==> src/tilt_to_color_mixer_core_defines.svh <==
// Assertion macros shared by the tilt-to-colour mixer RTL.
`ifndef TILT_TO_COLOR_MIXER_CORE_DEFINES_SVH
`define TILT_TO_COLOR_MIXER_CORE_DEFINES_SVH

`ifndef SYNTHESIS
`define TCM_ASSERT_NOW(label, ante, cons, msg) \
    label: assert property (@(posedge aclk) disable iff (!aresetn) (ante) |-> (cons)) \
        else $error(msg);
`define TCM_ASSERT_NEXT(label, ante, cons, msg) \
    label: assert property (@(posedge aclk) disable iff (!aresetn) (ante) |=> (cons)) \
        else $error(msg);
`else
`define TCM_ASSERT_NOW(label, ante, cons, msg)
`define TCM_ASSERT_NEXT(label, ante, cons, msg)
`endif

`endif

==> src/tcm_pkg.sv <==
// Types, codes and constant tables of the tilt-to-colour mixer.
package tcm_pkg;

    typedef enum logic [1:0] {
        ACT_SAMPLE = 2'd0,
        ACT_TICK   = 2'd1,
        ACT_REST   = 2'd2,
        ACT_NONE   = 2'd3
    } action_t;

    typedef logic signed [10:0] accel_t;
    typedef logic signed [11:0] peak_t;
    typedef logic signed [12:0] level_t;
    typedef logic        [7:0]  duty_t;

    localparam logic [1:0] AXIS_X = 2'd0;
    localparam logic [1:0] AXIS_Z = 2'd2;

    localparam logic [2:0] CFG_DECAY_PERIOD = 3'd0;
    localparam logic [2:0] CFG_LOWER_SENS   = 3'd1;
    localparam logic [2:0] CFG_RAISE_SENS   = 3'd2;
    localparam logic [2:0] CFG_REST_THR     = 3'd3;
    localparam logic [2:0] CFG_BIAS_RED     = 3'd4;
    localparam logic [2:0] CFG_BIAS_GREEN   = 3'd5;
    localparam logic [2:0] CFG_BIAS_BLUE    = 3'd6;

    localparam logic [15:0]       DECAY_PERIOD_RST = 16'd64;
    localparam logic [9:0]        LOWER_SENS_RST   = 10'd160;
    localparam logic [9:0]        RAISE_SENS_RST   = 10'd32;
    localparam logic [9:0]        REST_THR_RST     = 10'd5;
    localparam logic signed [7:0] BIAS_RED_RST     = 8'sd10;
    localparam logic signed [7:0] BIAS_GREEN_RST   = 8'sd6;
    localparam logic signed [7:0] BIAS_BLUE_RST    = -8'sd6;

    localparam accel_t REST_Z_RST   = -11'sd40;
    localparam level_t LEVEL_OFFSET = 13'sd128;
    localparam level_t DUTY_MAX     = 13'sd255;

    localparam duty_t GAMMA_ROM [256] = '{
        8'd0,   8'd0,   8'd0,   8'd0,   8'd0,   8'd0,   8'd0,   8'd0,
        8'd0,   8'd0,   8'd0,   8'd0,   8'd0,   8'd0,   8'd0,   8'd0,
        8'd0,   8'd0,   8'd0,   8'd0,   8'd0,   8'd0,   8'd0,   8'd0,
        8'd0,   8'd0,   8'd0,   8'd0,   8'd1,   8'd1,   8'd1,   8'd1,
        8'd1,   8'd1,   8'd1,   8'd1,   8'd1,   8'd1,   8'd1,   8'd1,
        8'd1,   8'd2,   8'd2,   8'd2,   8'd2,   8'd2,   8'd2,   8'd2,
        8'd2,   8'd3,   8'd3,   8'd3,   8'd3,   8'd3,   8'd3,   8'd3,
        8'd4,   8'd4,   8'd4,   8'd4,   8'd4,   8'd5,   8'd5,   8'd5,
        8'd5,   8'd6,   8'd6,   8'd6,   8'd6,   8'd7,   8'd7,   8'd7,
        8'd7,   8'd8,   8'd8,   8'd8,   8'd9,   8'd9,   8'd9,   8'd10,
        8'd10,  8'd10,  8'd11,  8'd11,  8'd11,  8'd12,  8'd12,  8'd13,
        8'd13,  8'd13,  8'd14,  8'd14,  8'd15,  8'd15,  8'd16,  8'd16,
        8'd17,  8'd17,  8'd18,  8'd18,  8'd19,  8'd19,  8'd20,  8'd20,
        8'd21,  8'd21,  8'd22,  8'd22,  8'd23,  8'd24,  8'd24,  8'd25,
        8'd25,  8'd26,  8'd27,  8'd27,  8'd28,  8'd29,  8'd29,  8'd30,
        8'd31,  8'd32,  8'd32,  8'd33,  8'd34,  8'd35,  8'd35,  8'd36,
        8'd37,  8'd38,  8'd39,  8'd39,  8'd40,  8'd41,  8'd42,  8'd43,
        8'd44,  8'd45,  8'd46,  8'd47,  8'd48,  8'd49,  8'd50,  8'd50,
        8'd51,  8'd52,  8'd54,  8'd55,  8'd56,  8'd57,  8'd58,  8'd59,
        8'd60,  8'd61,  8'd62,  8'd63,  8'd64,  8'd66,  8'd67,  8'd68,
        8'd69,  8'd70,  8'd72,  8'd73,  8'd74,  8'd75,  8'd77,  8'd78,
        8'd79,  8'd81,  8'd82,  8'd83,  8'd85,  8'd86,  8'd87,  8'd89,
        8'd90,  8'd92,  8'd93,  8'd95,  8'd96,  8'd98,  8'd99,  8'd101,
        8'd102, 8'd104, 8'd105, 8'd107, 8'd109, 8'd110, 8'd112, 8'd114,
        8'd115, 8'd117, 8'd119, 8'd120, 8'd122, 8'd124, 8'd126, 8'd127,
        8'd129, 8'd131, 8'd133, 8'd135, 8'd137, 8'd138, 8'd140, 8'd142,
        8'd144, 8'd146, 8'd148, 8'd150, 8'd152, 8'd154, 8'd156, 8'd158,
        8'd160, 8'd162, 8'd164, 8'd167, 8'd169, 8'd171, 8'd173, 8'd175,
        8'd177, 8'd180, 8'd182, 8'd184, 8'd186, 8'd189, 8'd191, 8'd193,
        8'd196, 8'd198, 8'd200, 8'd203, 8'd205, 8'd208, 8'd210, 8'd213,
        8'd215, 8'd218, 8'd220, 8'd223, 8'd225, 8'd228, 8'd231, 8'd233,
        8'd236, 8'd239, 8'd241, 8'd244, 8'd247, 8'd249, 8'd252, 8'd255
    };

    // Magnitude of a signed deflection; deflections never exceed 1020 in size.
    function automatic logic [10:0] peak_mag(peak_t v);
        peak_t neg;
        neg = -v;
        peak_mag = v[11] ? neg[10:0] : v[10:0];
    endfunction

endpackage

==> src/tcm_duty.sv <==
// One colour channel: bias, clamp to 0..255 and gamma mapping.
module tcm_duty
    import tcm_pkg::*;
(
    input  level_t             level,
    input  logic signed [7:0]  bias,
    output duty_t              duty
);

    level_t sum;
    duty_t  clamped;

    assign sum = level + level_t'(bias);

    always_comb begin
        priority if (sum < 0) begin
            clamped = '0;
        end else if (sum > DUTY_MAX) begin
            clamped = 8'hff;
        end else begin
            clamped = sum[7:0];
        end
    end

    assign duty = GAMMA_ROM[clamped];

endmodule

==> src/tilt_to_color_mixer_core.sv <==
// Top level of the tilt-to-colour mixer: sample intake, auto-ranging, peak tracking and RGB mix.
//
// The block takes one transaction per clock cycle on the s_ channel and returns exactly one
// result transaction on the m_ channel for each, in order. A transaction first lands in an
// input register; once the result register is free or being taken, the whole update for it
// (axis sample scaling, auto-range decision and, at the end of a round, peak tracking for a
// sample; rest capture for a rest; decay, three-way mix, bias, clamp and gamma lookup for a
// tick) is done in one pass of logic and written into the state registers, which are also
// the result fields. m_valid is set by that same write, and the sustained rate is one
// transaction per cycle as long as m_ready is high. The longest path, and so the clock limit,
// is the tick path through the decay step, the mix adders, the bias adder and the 256-entry
// gamma table. Configuration registers are written through cfg_wr_en, cfg_index and cfg_wdata;
// the user must write them only while the block is idle, which the block itself does not enforce;
// the signed biases take the low eight bits of cfg_wdata and the thresholds the low ten.
`include "tilt_to_color_mixer_core_defines.svh"

module tilt_to_color_mixer_core
    import tcm_pkg::*;
(
    input  logic        aclk,
    input  logic        aresetn,

    input  logic        cfg_wr_en,
    input  logic [2:0]  cfg_index,
    input  logic [15:0] cfg_wdata,

    input  logic        s_valid,
    output logic        s_ready,
    input  logic [1:0]  s_action,
    input  logic [7:0]  s_sample,

    output logic        m_valid,
    input  logic        m_ready,
    output logic [7:0]  m_red_duty,
    output logic [7:0]  m_green_duty,
    output logic [7:0]  m_blue_duty,
    output logic        m_low_sensitivity,
    output logic [1:0]  m_next_axis
);

    // Configuration registers.
    logic [15:0]       decay_period_reg;
    logic [9:0]        lower_sens_reg;
    logic [9:0]        raise_sens_reg;
    logic [9:0]        rest_thr_reg;
    logic signed [7:0] bias_red_reg;
    logic signed [7:0] bias_green_reg;
    logic signed [7:0] bias_blue_reg;

    // Input register.
    logic        in_vld_reg;
    action_t     in_act_reg;
    logic [7:0]  in_smp_reg;

    // Block state; the duty, mode and axis registers double as the result register.
    logic        m_valid_reg, m_valid_next;
    logic [1:0]  axis_reg, axis_next;
    accel_t      latest_reg [3];
    accel_t      latest_next [3];
    accel_t      rest_reg [3];
    accel_t      rest_next [3];
    peak_t       peak_reg [3];
    peak_t       peak_next [3];
    logic        low_sens_reg, low_sens_next;
    logic        allow_raise_reg, allow_raise_next;
    logic        want_lower_reg, want_lower_next;
    logic [15:0] tick_cnt_reg, tick_cnt_next;
    duty_t       duty_reg [3];
    duty_t       duty_next [3];

    logic        adv;

    // The stage in front of the state registers moves when the result register is free or is
    // being taken in the same cycle.
    assign adv     = in_vld_reg && (!m_valid_reg || m_ready);
    assign s_ready = !in_vld_reg || adv;

    // Tick path: decay, half weights, mix and per-channel duty.
    logic [15:0] tick_inc;
    logic        decay_now;
    peak_t       pk_dec [3];
    peak_t       pk_half [3];
    level_t      lvl [3];
    duty_t       duty_w [3];

    assign tick_inc  = tick_cnt_reg + 16'd1;
    assign decay_now = tick_inc >= decay_period_reg;

    always_comb begin
        for (int i = 0; i < 3; i++) begin
            if (!decay_now || peak_reg[i] == '0) begin
                pk_dec[i] = peak_reg[i];
            end else if (peak_reg[i][11]) begin
                pk_dec[i] = peak_reg[i] + 12'sd1;
            end else begin
                pk_dec[i] = peak_reg[i] - 12'sd1;
            end
            // Halving rounds toward zero, so negative peaks get one added before the shift.
            pk_half[i] = (pk_dec[i] + peak_t'({11'd0, pk_dec[i][11]})) >>> 1;
        end
        lvl[0] = level_t'(pk_dec[0]) + LEVEL_OFFSET
                 - level_t'(pk_half[1]) - level_t'(pk_half[2]);
        lvl[1] = level_t'(pk_dec[1]) + LEVEL_OFFSET
                 - level_t'(pk_half[0]) - level_t'(pk_half[2]);
        lvl[2] = level_t'(pk_dec[2]) + LEVEL_OFFSET
                 - level_t'(pk_half[0]) - level_t'(pk_half[1]);
    end

    tcm_duty u_duty_red (
        .level (lvl[0]),
        .bias  (bias_red_reg),
        .duty  (duty_w[0])
    );

    tcm_duty u_duty_green (
        .level (lvl[1]),
        .bias  (bias_green_reg),
        .duty  (duty_w[1])
    );

    tcm_duty u_duty_blue (
        .level (lvl[2]),
        .bias  (bias_blue_reg),
        .duty  (duty_w[2])
    );

    // Sample path: centre the byte by flipping its top bit, scale by four in low sensitivity.
    logic signed [7:0] centred;
    accel_t            smp_val;
    logic [10:0]       smp_mag;
    logic              wl_w;
    logic              ar_w;

    assign centred = {~in_smp_reg[7], in_smp_reg[6:0]};
    assign smp_val = low_sens_reg ? accel_t'($signed({centred, 2'b00})) : accel_t'(centred);
    assign smp_mag = peak_mag(peak_t'(smp_val));
    assign wl_w    = want_lower_reg || (smp_mag > {1'b0, lower_sens_reg});
    assign ar_w    = allow_raise_reg && !(smp_mag >= {1'b0, raise_sens_reg});

    always_comb begin
        peak_t       dev;
        logic [10:0] dev_mag;

        dev     = '0;
        dev_mag = '0;

        axis_next        = axis_reg;
        latest_next      = latest_reg;
        rest_next        = rest_reg;
        peak_next        = peak_reg;
        low_sens_next    = low_sens_reg;
        allow_raise_next = allow_raise_reg;
        want_lower_next  = want_lower_reg;
        tick_cnt_next    = tick_cnt_reg;
        duty_next        = duty_reg;

        if (adv) begin
            unique case (in_act_reg)
                ACT_SAMPLE: begin
                    latest_next[axis_reg] = smp_val;
                    if (axis_reg == AXIS_Z) begin
                        // End of a round: settle the range, then track peaks against rest.
                        axis_next        = AXIS_X;
                        low_sens_next    = wl_w || (low_sens_reg && !ar_w);
                        allow_raise_next = 1'b1;
                        want_lower_next  = 1'b0;
                        for (int i = 0; i < 3; i++) begin
                            dev     = peak_t'(latest_next[i]) - peak_t'(rest_reg[i]);
                            dev_mag = peak_mag(dev);
                            if (dev_mag >= {1'b0, rest_thr_reg}
                                && dev_mag > peak_mag(peak_reg[i])) begin
                                peak_next[i] = dev;
                            end
                        end
                    end else begin
                        axis_next        = axis_reg + 2'd1;
                        allow_raise_next = ar_w;
                        want_lower_next  = wl_w;
                    end
                end
                ACT_TICK: begin
                    tick_cnt_next = decay_now ? 16'd0 : tick_inc;
                    peak_next     = pk_dec;
                    duty_next     = duty_w;
                end
                ACT_REST: begin
                    rest_next = latest_reg;
                end
                ACT_NONE: begin
                end
            endcase
        end
    end

    always_comb begin
        m_valid_next = m_valid_reg;
        if (adv) begin
            m_valid_next = 1'b1;
        end else if (m_ready) begin
            m_valid_next = 1'b0;
        end
    end

    always_ff @(posedge aclk) begin
        if (!aresetn) begin
            decay_period_reg <= DECAY_PERIOD_RST;
            lower_sens_reg   <= LOWER_SENS_RST;
            raise_sens_reg   <= RAISE_SENS_RST;
            rest_thr_reg     <= REST_THR_RST;
            bias_red_reg     <= BIAS_RED_RST;
            bias_green_reg   <= BIAS_GREEN_RST;
            bias_blue_reg    <= BIAS_BLUE_RST;
        end else if (cfg_wr_en) begin
            unique case (cfg_index)
                CFG_DECAY_PERIOD: decay_period_reg <= cfg_wdata;
                CFG_LOWER_SENS:   lower_sens_reg   <= cfg_wdata[9:0];
                CFG_RAISE_SENS:   raise_sens_reg   <= cfg_wdata[9:0];
                CFG_REST_THR:     rest_thr_reg     <= cfg_wdata[9:0];
                CFG_BIAS_RED:     bias_red_reg     <= cfg_wdata[7:0];
                CFG_BIAS_GREEN:   bias_green_reg   <= cfg_wdata[7:0];
                CFG_BIAS_BLUE:    bias_blue_reg    <= cfg_wdata[7:0];
                default: begin
                end
            endcase
        end
    end

    // Input register; the payload needs no reset.
    always_ff @(posedge aclk) begin
        if (!aresetn) begin
            in_vld_reg <= 1'b0;
        end else if (s_ready) begin
            in_vld_reg <= s_valid;
        end
        if (s_valid && s_ready) begin
            in_act_reg <= action_t'(s_action);
            in_smp_reg <= s_sample;
        end
    end

    always_ff @(posedge aclk) begin
        if (!aresetn) begin
            m_valid_reg     <= 1'b0;
            axis_reg        <= AXIS_X;
            latest_reg      <= '{default: '0};
            rest_reg        <= '{11'sd0, 11'sd0, REST_Z_RST};
            peak_reg        <= '{default: '0};
            low_sens_reg    <= 1'b1;
            allow_raise_reg <= 1'b1;
            want_lower_reg  <= 1'b0;
            tick_cnt_reg    <= '0;
            duty_reg        <= '{default: '0};
        end else begin
            m_valid_reg     <= m_valid_next;
            axis_reg        <= axis_next;
            latest_reg      <= latest_next;
            rest_reg        <= rest_next;
            peak_reg        <= peak_next;
            low_sens_reg    <= low_sens_next;
            allow_raise_reg <= allow_raise_next;
            want_lower_reg  <= want_lower_next;
            tick_cnt_reg    <= tick_cnt_next;
            duty_reg        <= duty_next;
        end
    end

    assign m_valid           = m_valid_reg;
    assign m_red_duty        = duty_reg[0];
    assign m_green_duty      = duty_reg[1];
    assign m_blue_duty       = duty_reg[2];
    assign m_low_sensitivity = low_sens_reg;
    assign m_next_axis       = axis_reg;

    // Every transaction that leaves the input register must produce a result.
    `TCM_ASSERT_NEXT(a_adv_gives_result, adv, m_valid, "processed transaction gave no result")
    // Back-pressure on the input only arises from a full input stage behind a stalled result.
    `TCM_ASSERT_NOW(a_stall_cause, !s_ready, in_vld_reg && m_valid_reg && !m_ready,
                    "input stalled without a stalled result")
    // Only axis samples advance the axis counter.
    `TCM_ASSERT_NEXT(a_axis_holds, adv && (in_act_reg != ACT_SAMPLE), $stable(axis_reg),
                     "axis counter moved on a non-sample transaction")
    // The sensitivity mode changes only at the end of a full round.
    `TCM_ASSERT_NEXT(a_mode_at_round_end,
                     !(adv && (in_act_reg == ACT_SAMPLE) && (axis_reg == AXIS_Z)),
                     $stable(low_sens_reg), "sensitivity mode changed mid-round")

endmodule
==> config.mk <==
export PLATFORM = sky130hd
export DESIGN_NAME = tilt_to_color_mixer_core
export DESIGN_NICKNAME = d
export VERILOG_FILES = /design/src/tcm_pkg.sv /design/src/tcm_duty.sv /design/src/tilt_to_color_mixer_core.sv
export VERILOG_INCLUDE_DIRS = /design/src /design/src/src
export SDC_FILE = /design/constraint.sdc
export NUM_CORES = 1
export LEC_CHECK = 0
export BUFFER_PORTS_ARGS = -buffer_cell sky130_fd_sc_hd__buf_2
export CORE_MARGIN = 2
export CORE_UTILIZATION = 55
export CTS_CLUSTER_DIAMETER = 120
export DETAILED_ROUTE_END_ITERATION = 8
export GPL_TIMING_DRIVEN = 0
export PLACE_DENSITY = 0.71
export SYNTH_ARGS = -nofsm -noshare
export SYNTH_HDL_FRONTEND = slang
export SYNTH_HIERARCHICAL = 1
export SYNTH_SLANG_ARGS = --single-unit
==> constraint.sdc <==
create_clock -name aclk -period 21.5 [get_ports aclk]
set_clock_uncertainty 0.15 [all_clocks]
set_input_delay 1.075 -clock aclk [delete_from_list [all_inputs] [get_ports aclk]]
set_output_delay 1.075 -clock aclk [all_outputs]
set_load 0.005 [all_outputs]
Word level (Yosys, flattened, before mapping)

Memory sizes are Yosys's and may differ from the RTL's. A register that Yosys moved wholly into a read port is not among the register bits.
Index checks and enable logic that the tools add are counted.

Add/subtract/negate cells: 33
Magnitude comparators: 17
Eq/ne operators: 13
Muxes and demuxes: 34
Bitwise operators: 5
Reduce and logical (&&, ||, !) cells: 44

Operators with widths:

| operator                | number |
|---|---|
| $mux W12                | 9 |
| $mux W11                | 8 |
| $sub A13 B11 Y13        | 6 |
| $pmux W36 S2            | 1 |
| $neg A11 Y11            | 6 |
| $mux W8                 | 6 |
| $ge A11 B10 Y1          | 4 |
| $add A12 B9 Y13 const B | 3 |
| $add A13 B8 Y13         | 3 |
| $gt A13 B9 Y1 const B   | 3 |
| $lt A13 B1 Y1 const B   | 3 |
| $add A12 B2 Y12         | 3 |
| $add A12 B2 Y12 const B | 3 |
| $logic_not A12 Y1       | 3 |
| $mux W36                | 1 |
| $sub A11 B11 Y12        | 3 |
| $sub A12 B2 Y12 const B | 3 |
| $bwmux W33              | 1 |
| $gt A11 B11 Y1          | 3 |
| $not A8 Y9              | 3 |
| $demux W11 S2           | 1 |
| $reduce_and A2 Y1       | 10 |
| $add A16 B1 Y16 const B | 1 |
| $ge A16 B16 Y1          | 1 |
| other kinds (25)        | 58 |

Register bits: 205
ROM bits: 6,144
Input bits: 34
Output and inout bits: 29
Memories: 3

Memory list:

| memory          | depth | width | rd ports | clocked after memory_dff | write ports | line           | text |
|---|---|---|---|---|---|---|---|
| (no name shown) | 256   | 8     | 1        | 1                        | 0           | tcm_duty.sv:25 | `assign duty = GAMMA_ROM[clamped];` |
| (no name shown) | 256   | 8     | 1        | 1                        | 0           | tcm_duty.sv:25 |  |
| (no name shown) | 256   | 8     | 1        | 1                        | 0           | tcm_duty.sv:25 |  |

Logic depth before layout (Yosys ltp)

Gate-level depths: netlist of run 1.

Word-level depth: 14
Depth in mapped cells: 58
Gate-level depth less buffers: 53

Cells and area by module

Netlist of run 1, hierarchy kept.

By module, submodules not included:

| module                       | times used | cells an instance | area an instance (um^2) |
|---|---|---|---|
| tilt_to_color_mixer_core     | 1          | 2,589             | 20,322.0 |
| tcm_duty at u_duty_green ... | 2          | 384               | 2,553.7 |
| tcm_duty at u_duty_blue      | 1          | 371               | 2,637.5 |

Worst setup path after synthesis of run 1

OpenSTA, ideal clock, no wires.

Kind: reg-to-reg
Start point: register tick_cnt_reg[2]
End point: register duty_reg, in the netlist m_green_duty[0]
Library setup time: 0.122 ns
Arrival: 10.570 ns
Slack: 10.658 ns
Cell stages (with the launch flop): 52
Path buffers: 5
Period minus slack after synthesis: 10.842 ns
Path through: dfxtp_1 -> nand3_1 -> nor3_1 -> and3_1 -> and3_1 -> and3_1 -> clkbuf_1 -> nand3_1 -> xnor2_1 -> ha_1 -> and4_1 -> o211ai_1 -> o211ai_1 -> nand2_1 -> or3_1 -> mux2i_1 -> ha_1 -> o21ai_0 -> (+16 left out) -> or4_1 -> a21oi_1 -> or3_4 -> o21a_1 -> buf_6 -> nand2_1 -> clkbuf_1 -> o21ai_0 -> inv_1 -> ha_1 -> clkbuf_1 -> a21oi_1 -> a2111oi_0 -> or4b_1 -> o211a_1 -> o32a_1 -> nand2_1 -> a21boi_0

RTL lines:

| what                   | line                            | text |
|---|---|---|
| start, declared        | tilt_to_color_mixer_core.sv:67  | `logic [15:0] tick_cnt_reg, tick_cnt_next;` |
| start signal, assigned | tilt_to_color_mixer_core.sv:262 | `tick_cnt_reg <= tick_cnt_next;` |
| end, declared          | tilt_to_color_mixer_core.sv:68  | `duty_t duty_reg [3];` |

==> summary.txt, run 1 <==
Status - finished clean
Vias per cell - 6.27
Max stage delay on crit path - 860 ps
Max Clk Rate - 71.6 MHz
CTS Hold Buffers Added - 0
Num CTS Buffers - 28
Chip Width - 230 um
Yosys warnings - 6
Netlist cell types - 129
Worst-path clk slew - 60 ps
Synth Area in Adders - 0.175
Worst path slowest cell - o211ai_1
Placer Congestion - 1.00
CP Data Required Time - 21840 ps
Sequential-to-total area share from yosys stat - 0.167
Post-DP HPWL - 72500 um
CTS sink count - 229
Post-synth EDFFs - 10
Largest net degree at the start of global routing - 17
Footprint of the multi-input gates - 21500 um2
CORE AREA - 50300 um2
Initial Util - 0.558
Total Nets Final - 4217
Total track usage - 0.343
Post-synthesis compound-gate area fraction - 0.283
Syn Nets - 4127
CTS tree - done
Initial antenna violation count - 2
Worst setup path end - m_green_duty[0]$_SDFFE_PN0P_
Cell depth of the worst flop-to-flop path - 51
Die area - 52900 um2
# DRC - 0
Post-CTS sizing - 0
Min Hold Slack - 310 ps
Worst slew margin - 0.0402
Worst hold path type - flop to flop
Xor/xnor cell area share of the yosys netlist - 0.0696
Post-CTS Setup Bufs - 0
Post-synth top area share - 0.156
Final Hold Viols - 0
Crit share post-route - 0.649
Tmin final - 13960 ps
First-pass GRT wire length - 147000 um
Crit. End Element - flop
Vias after detailed routing - 28300
Vias in the first global route - 26700
Drt initial violations - 2840
Multiplexer share of the synthesized area - 0.0267
First-pass DRT Iterations - 6
Largest family of logic cells by synthesized area - compound AO/OA/AOI/OAI gates
Fillers - 4775
Gr ovfl total - 0
Die height - 230 um
Max-Cap Viols - 0
Setup violations, final - 0
Max reg flops - 36
Layout cells sized above 1 - 0.0703
Port bufs - 60
Slew Limit Fails - 0
WP data arrival - 14300 ps
Crit Path Category - flop to flop
Clock buffer depth - 3
Synth Area in Simple Gates - 0.211
Final ANT Viol Nets - 0
CP Max Fanout - 10
Crit. Startpoint - tick_cnt_reg[2]$_SDFFE_PN0P_
H-tree Lvls - 1
Layout area overhead - 7.69%
Register Area - 4680 um2
RSZ-0062 raised after global routing - false
Avg Synthesized Cell Area - 7.53 um2
Ys async rst share - 0
R2R setup slack - 7540 ps
Yosys top cell by area - dfxtp_1
Worst-margin pin slew - 1440 ps
Commonest non-fill, non-tap cells in the layout - 609 x nand2_1, 319 x ha_1, 249 x inv_1
Synth area leaders - dfxtp_1 16%, ha_1 14%, nand2_1 8.1%
# rows - 82
Mapped Cells - 3728
Ys flop type - dfxtp_1
Clk_lat worst skew - 610 ps
DR WL/cell - 20.6 um
Synth Register Bits - 229
Reg2reg start - tick_cnt_reg[2]$_SDFFE_PN0P_
Most common cell after layout, fill and taps aside - nand2_1
Startpoint Class - flop
Setup tns final - 0 ps
Post-Syn Area - 28100 um2
IO Pins - 63
Routed WL - 92800 um
Clk root buf - clkbuf_16
Most frequent CP cell - ha_1
FF-to-FF End - m_green_duty[0]$_SDFFE_PN0P_
synthesized netlist by cell type, types with 29 or more instances:
cell type and n:
inv_1 249, xor2_1 87, xnor2_1 126, a31oi_1 45
a21oi_1 219, nand2_1 609, ha_1 319, a21boi_0 137
nor2_1 231, nand2b_1 29, nor3_1 73, a211oi_1 34
nand3_1 89, o211ai_1 64, o21a_1 44, nand4_1 33
mux2i_1 60, clkbuf_1 133, dfxtp_1 219, o31ai_1 31
o21ai_0 195, fa_1 46, a21o_1 55, nor2b_1 40
logic make-up (layout without fill, tap and decap cells):
logic type | after synthesis | in the layout
DFF | 229 | 229
adders and majority gates | 365 | 365
AOI/OAI and AO/OA | 1124 | 1124
and+or+nand+nor | 1276 | 1276
xor gates and xnor gates | 217 | 217
buffers and inverters | 445 | 557
other | 0 | 2
muxes | 72 | 72
through the flow:
step	instances	setup WS (ps)	instance area [um2]	utilization
detailed placement	4460	8000	29200	0.581
global placement	4460	7870	29200	0.581
floorplan	3728	10660	28100	-
finish	4514	7540	30200	0.601
global route	4512	6730	30200	0.601
CTS	4512	7900	30200	0.601
layer usage:
layer / global-route usage / vias up / routed length, um
met1: 0.436 / 13100 / 38200
met2: 0.573 / 1320 / 42300
met5: 0 / - / 0
met3: 0.0477 / 339 / 7160
met4: 0.163 / 0 / 5100
li1: - / 13600 / -
how the worst min path moves through the flow:
stage | to | slack [ps] | cells past startpoint | start
final | m_blue_duty[1]$_SDFFE_PN0P_ | 310 | 2 | m_blue_duty[1]$_SDFFE_PN0P_
after CTS | m_blue_duty[1]$_SDFFE_PN0P_ | 310 | 2 | m_blue_duty[1]$_SDFFE_PN0P_
after floorplan | want_lower_reg$_SDFFE_PN0P_ | 280 | 2 | want_lower_reg$_SDFFE_PN0P_
after detailed placement | m_blue_duty[1]$_SDFFE_PN0P_ | 310 | 2 | m_blue_duty[1]$_SDFFE_PN0P_
after global placement | m_blue_duty[1]$_SDFFE_PN0P_ | 300 | 2 | m_blue_duty[1]$_SDFFE_PN0P_
after global routing | bias_green_reg[0]$_SDFFE_PN0P_ | 330 | 2 | bias_green_reg[0]$_SDFFE_PN0P_
final cells by class:
class,count,share of cell area
multi-input combinational,3054,0.711
sequential,229,0.155
inverter,257,0.0320
buffer,188,0.0306
clock buffer,41,0.0281
tap,672,0.0278
timing repair buffer,60,0.00994
clock inverter,11,0.00534
antenna,2,0.000166
critical path: cells and delay by family (launching register included):
kind | cells | cell delay (ps)
flops | 1 | 420
compound gates | 19 | 4850
fa+ha+maj | 7 | 2240
buf+inv | 7 | 2100
xor+xnor | 2 | 580
simple gates | 16 | 3520
Power of run 1 is not shown: default switching activity piles up to over one toggle a cycle in this logic, so the estimate is an artifact.
==> run 2: changes to the inputs <==
==> constraint.sdc (replaced) <==
create_clock -name aclk -period 13.57 [get_ports aclk]
set_clock_uncertainty 0.15 [all_clocks]
set_input_delay 0.6785 -clock aclk [delete_from_list [all_inputs] [get_ports aclk]]
set_output_delay 0.6785 -clock aclk [all_outputs]
set_load 0.005 [all_outputs]
==> run 2 against run 1 <==
  * Setup slack worse by 6900 ps
  * Register-to-register slack got worse by 6900 ps
  * Count of clock-buffer cells in the layout stayed put
  * Non-clock buffer count unchanged
  * Wire length increased by 0.27%
  * Global-route usage about the same
  * Largest cell class unchanged
  * Flip-flop and latch count unchanged
  * Via count about the same
  * Cell count did not move
  * First-iteration DRC count decreased by 2.6%
  * Critical path depth shrank 4
  * Critical path type unchanged
  * Hold slack got worse by 210 ps
==> summary.txt, run 2 (synthesis gave the netlist of run 1 again) <==
Status - finished clean (unchanged)
CP Data Required Time - 13880 ps (was 21840 ps)
Crit Path Category - flop to flop (unchanged)
H-tree Lvls - 1 (unchanged)
Max Clk Rate - 77.5 MHz (was 71.6 MHz)
Final Hold Viols - 0 (unchanged)
Layout area overhead - 7.76% (was 7.69%)
Most frequent CP cell - ha_1 (unchanged)
Total Nets Final - 4217 (unchanged)
Tmin final - 12900 ps (was 13960 ps)
CP Max Fanout - 10 (unchanged)
Worst-margin pin slew - 1370 ps (was 1440 ps)
# rows - 82 (unchanged)
CORE AREA - 50300 um2 (unchanged)
Total track usage - 0.343 (about the same)
Clock buffer depth - 3 (unchanged)
Port bufs - 60 (unchanged)
Min Hold Slack - 99.4 ps (was 310 ps)
Max reg flops - 36 (unchanged)
Initial Util - 0.558 (unchanged)
Crit. End Element - flop (unchanged)
Startpoint Class - flop (unchanged)
Placer Congestion - 1.00 (unchanged)
Chip Width - 230 um (unchanged)
IO Pins - 63 (unchanged)
Layout cells sized above 1 - 0.0724 (was 0.0703)
Worst slew margin - 0.0835 (was 0.0402)
Setup violations, final - 0 (unchanged)
Max stage delay on crit path - 850 ps (was 860 ps)
Delay-heaviest family, CP - compound AO/OA/AOI/OAI gates (unchanged)
Worst hold path type - input port to flop (was flop to flop)
RSZ-0062 raised after global routing - false (unchanged)
CP Buf/Inv Count - 5 (was 7)
First-pass GRT wire length - 147000 um (unchanged)
Die area - 52900 um2 (unchanged)
Vias in the first global route - 26700 (about the same)
Drt initial violations - 2766 (was 2840)
Num CTS Buffers - 28 (unchanged)
Clk_lat worst skew - 610 ps (about the same)
Most common cell after layout, fill and taps aside - nand2_1 (unchanged)
Worst-path clk slew - 70 ps (was 60 ps)
Vias after detailed routing - 28300 (about the same)
CTS sink count - 229 (unchanged)
Gr ovfl total - 0 (unchanged)
Largest net degree at the start of global routing - 17 (unchanged)
Max-Cap Viols - 0 (unchanged)
CTS tree - done (unchanged)
Post-DP HPWL - 72500 um (unchanged)
# DRC - 0 (unchanged)
Worst path slowest cell - a2111oi_0 (was o211ai_1)
Initial antenna violation count - 2 (unchanged)
Vias per cell - 6.27 (about the same)
Crit share post-route - 0.951 (was 0.649)
Slew Limit Fails - 0 (unchanged)
CTS Hold Buffers Added - 0 (unchanged)
Final ANT Viol Nets - 0 (unchanged)
First-pass DRT Iterations - 8 (was 6)
WP data arrival - 13210 ps (was 14300 ps)
Clk root buf - clkbuf_16 (unchanged)
DR WL/cell - 20.6 um (about the same)
Die height - 230 um (unchanged)
Routed WL - 93100 um (was 92800 um)
Commonest non-fill, non-tap cells in the layout - 609 x nand2_1, 319 x ha_1, 249 x inv_1 (unchanged)
[run 2: routing by layer]
| metal | part of all wire | up-vias | track usage |
|---|---|---|---|
| met2 | 0.46 | 1364 | 0.572 |
| met4 | 0.052 | 0 | 0.163 |
| met1 | 0.41 | 13000 | 0.435 |
| met3 | 0.082 | 313 | 0.0485 |
| li1 | - | 13600 | - |
| met5 | 0 | - | 0 |
[run 2: area by class of cell]
cell class,count,area [um2]
plain buffers,187,925
diodes,2,5.00
clock inverters,11,161
flip-flops and latches,229,4680
inverters,257,967
fillers,4767,20000
repair buffers,61,308
multi-input cells,3054,21500
well taps,672,841
clock buffers,41,851
[run 2: what timing repair did]
action                     in CTS  in global routing
resized for setup               0                 12
pin swaps                       1                  0
buffers inserted                1                  0
setup endpoints to repair       1                  9
[run 2: metrics by stage]
stage / util / instances / TNS [ps] / cell area, um2 / worst slack [ps]
global route: 0.601 / 4512 / 0 / 30200 / 13.2
global placement: 0.581 / 4460 / -61.8 / 29200 / -61.8
floorplan: - / 3728 / 0 / 28100 / 2730
finish: 0.602 / 4514 / 0 / 30200 / 669
CTS: 0.601 / 4513 / 0 / 30200 / 543
detailed placement: 0.581 / 4460 / 0 / 29200 / 70.3
[run 2: path summary, 6_finish.rpt]
path / from / to / slack, ps / cells after the start
worst max-delay path: tick_cnt_reg[2]$_SDFFE_PN0P_ / m_red_duty[0]$_SDFFE_PN0P_ / 670 / 47
worst max register to register: tick_cnt_reg[2]$_SDFFE_PN0P_ / m_red_duty[0]$_SDFFE_PN0P_ / 670 / 47
worst min register to register: m_blue_duty[1]$_SDFFE_PN0P_ / m_blue_duty[1]$_SDFFE_PN0P_ / 310 / 2
worst min-delay path: s_sample[0] / in_smp_reg[0]$_DFFE_PP_ / 100 / 1
Power of run 2 is left out for the same reason.
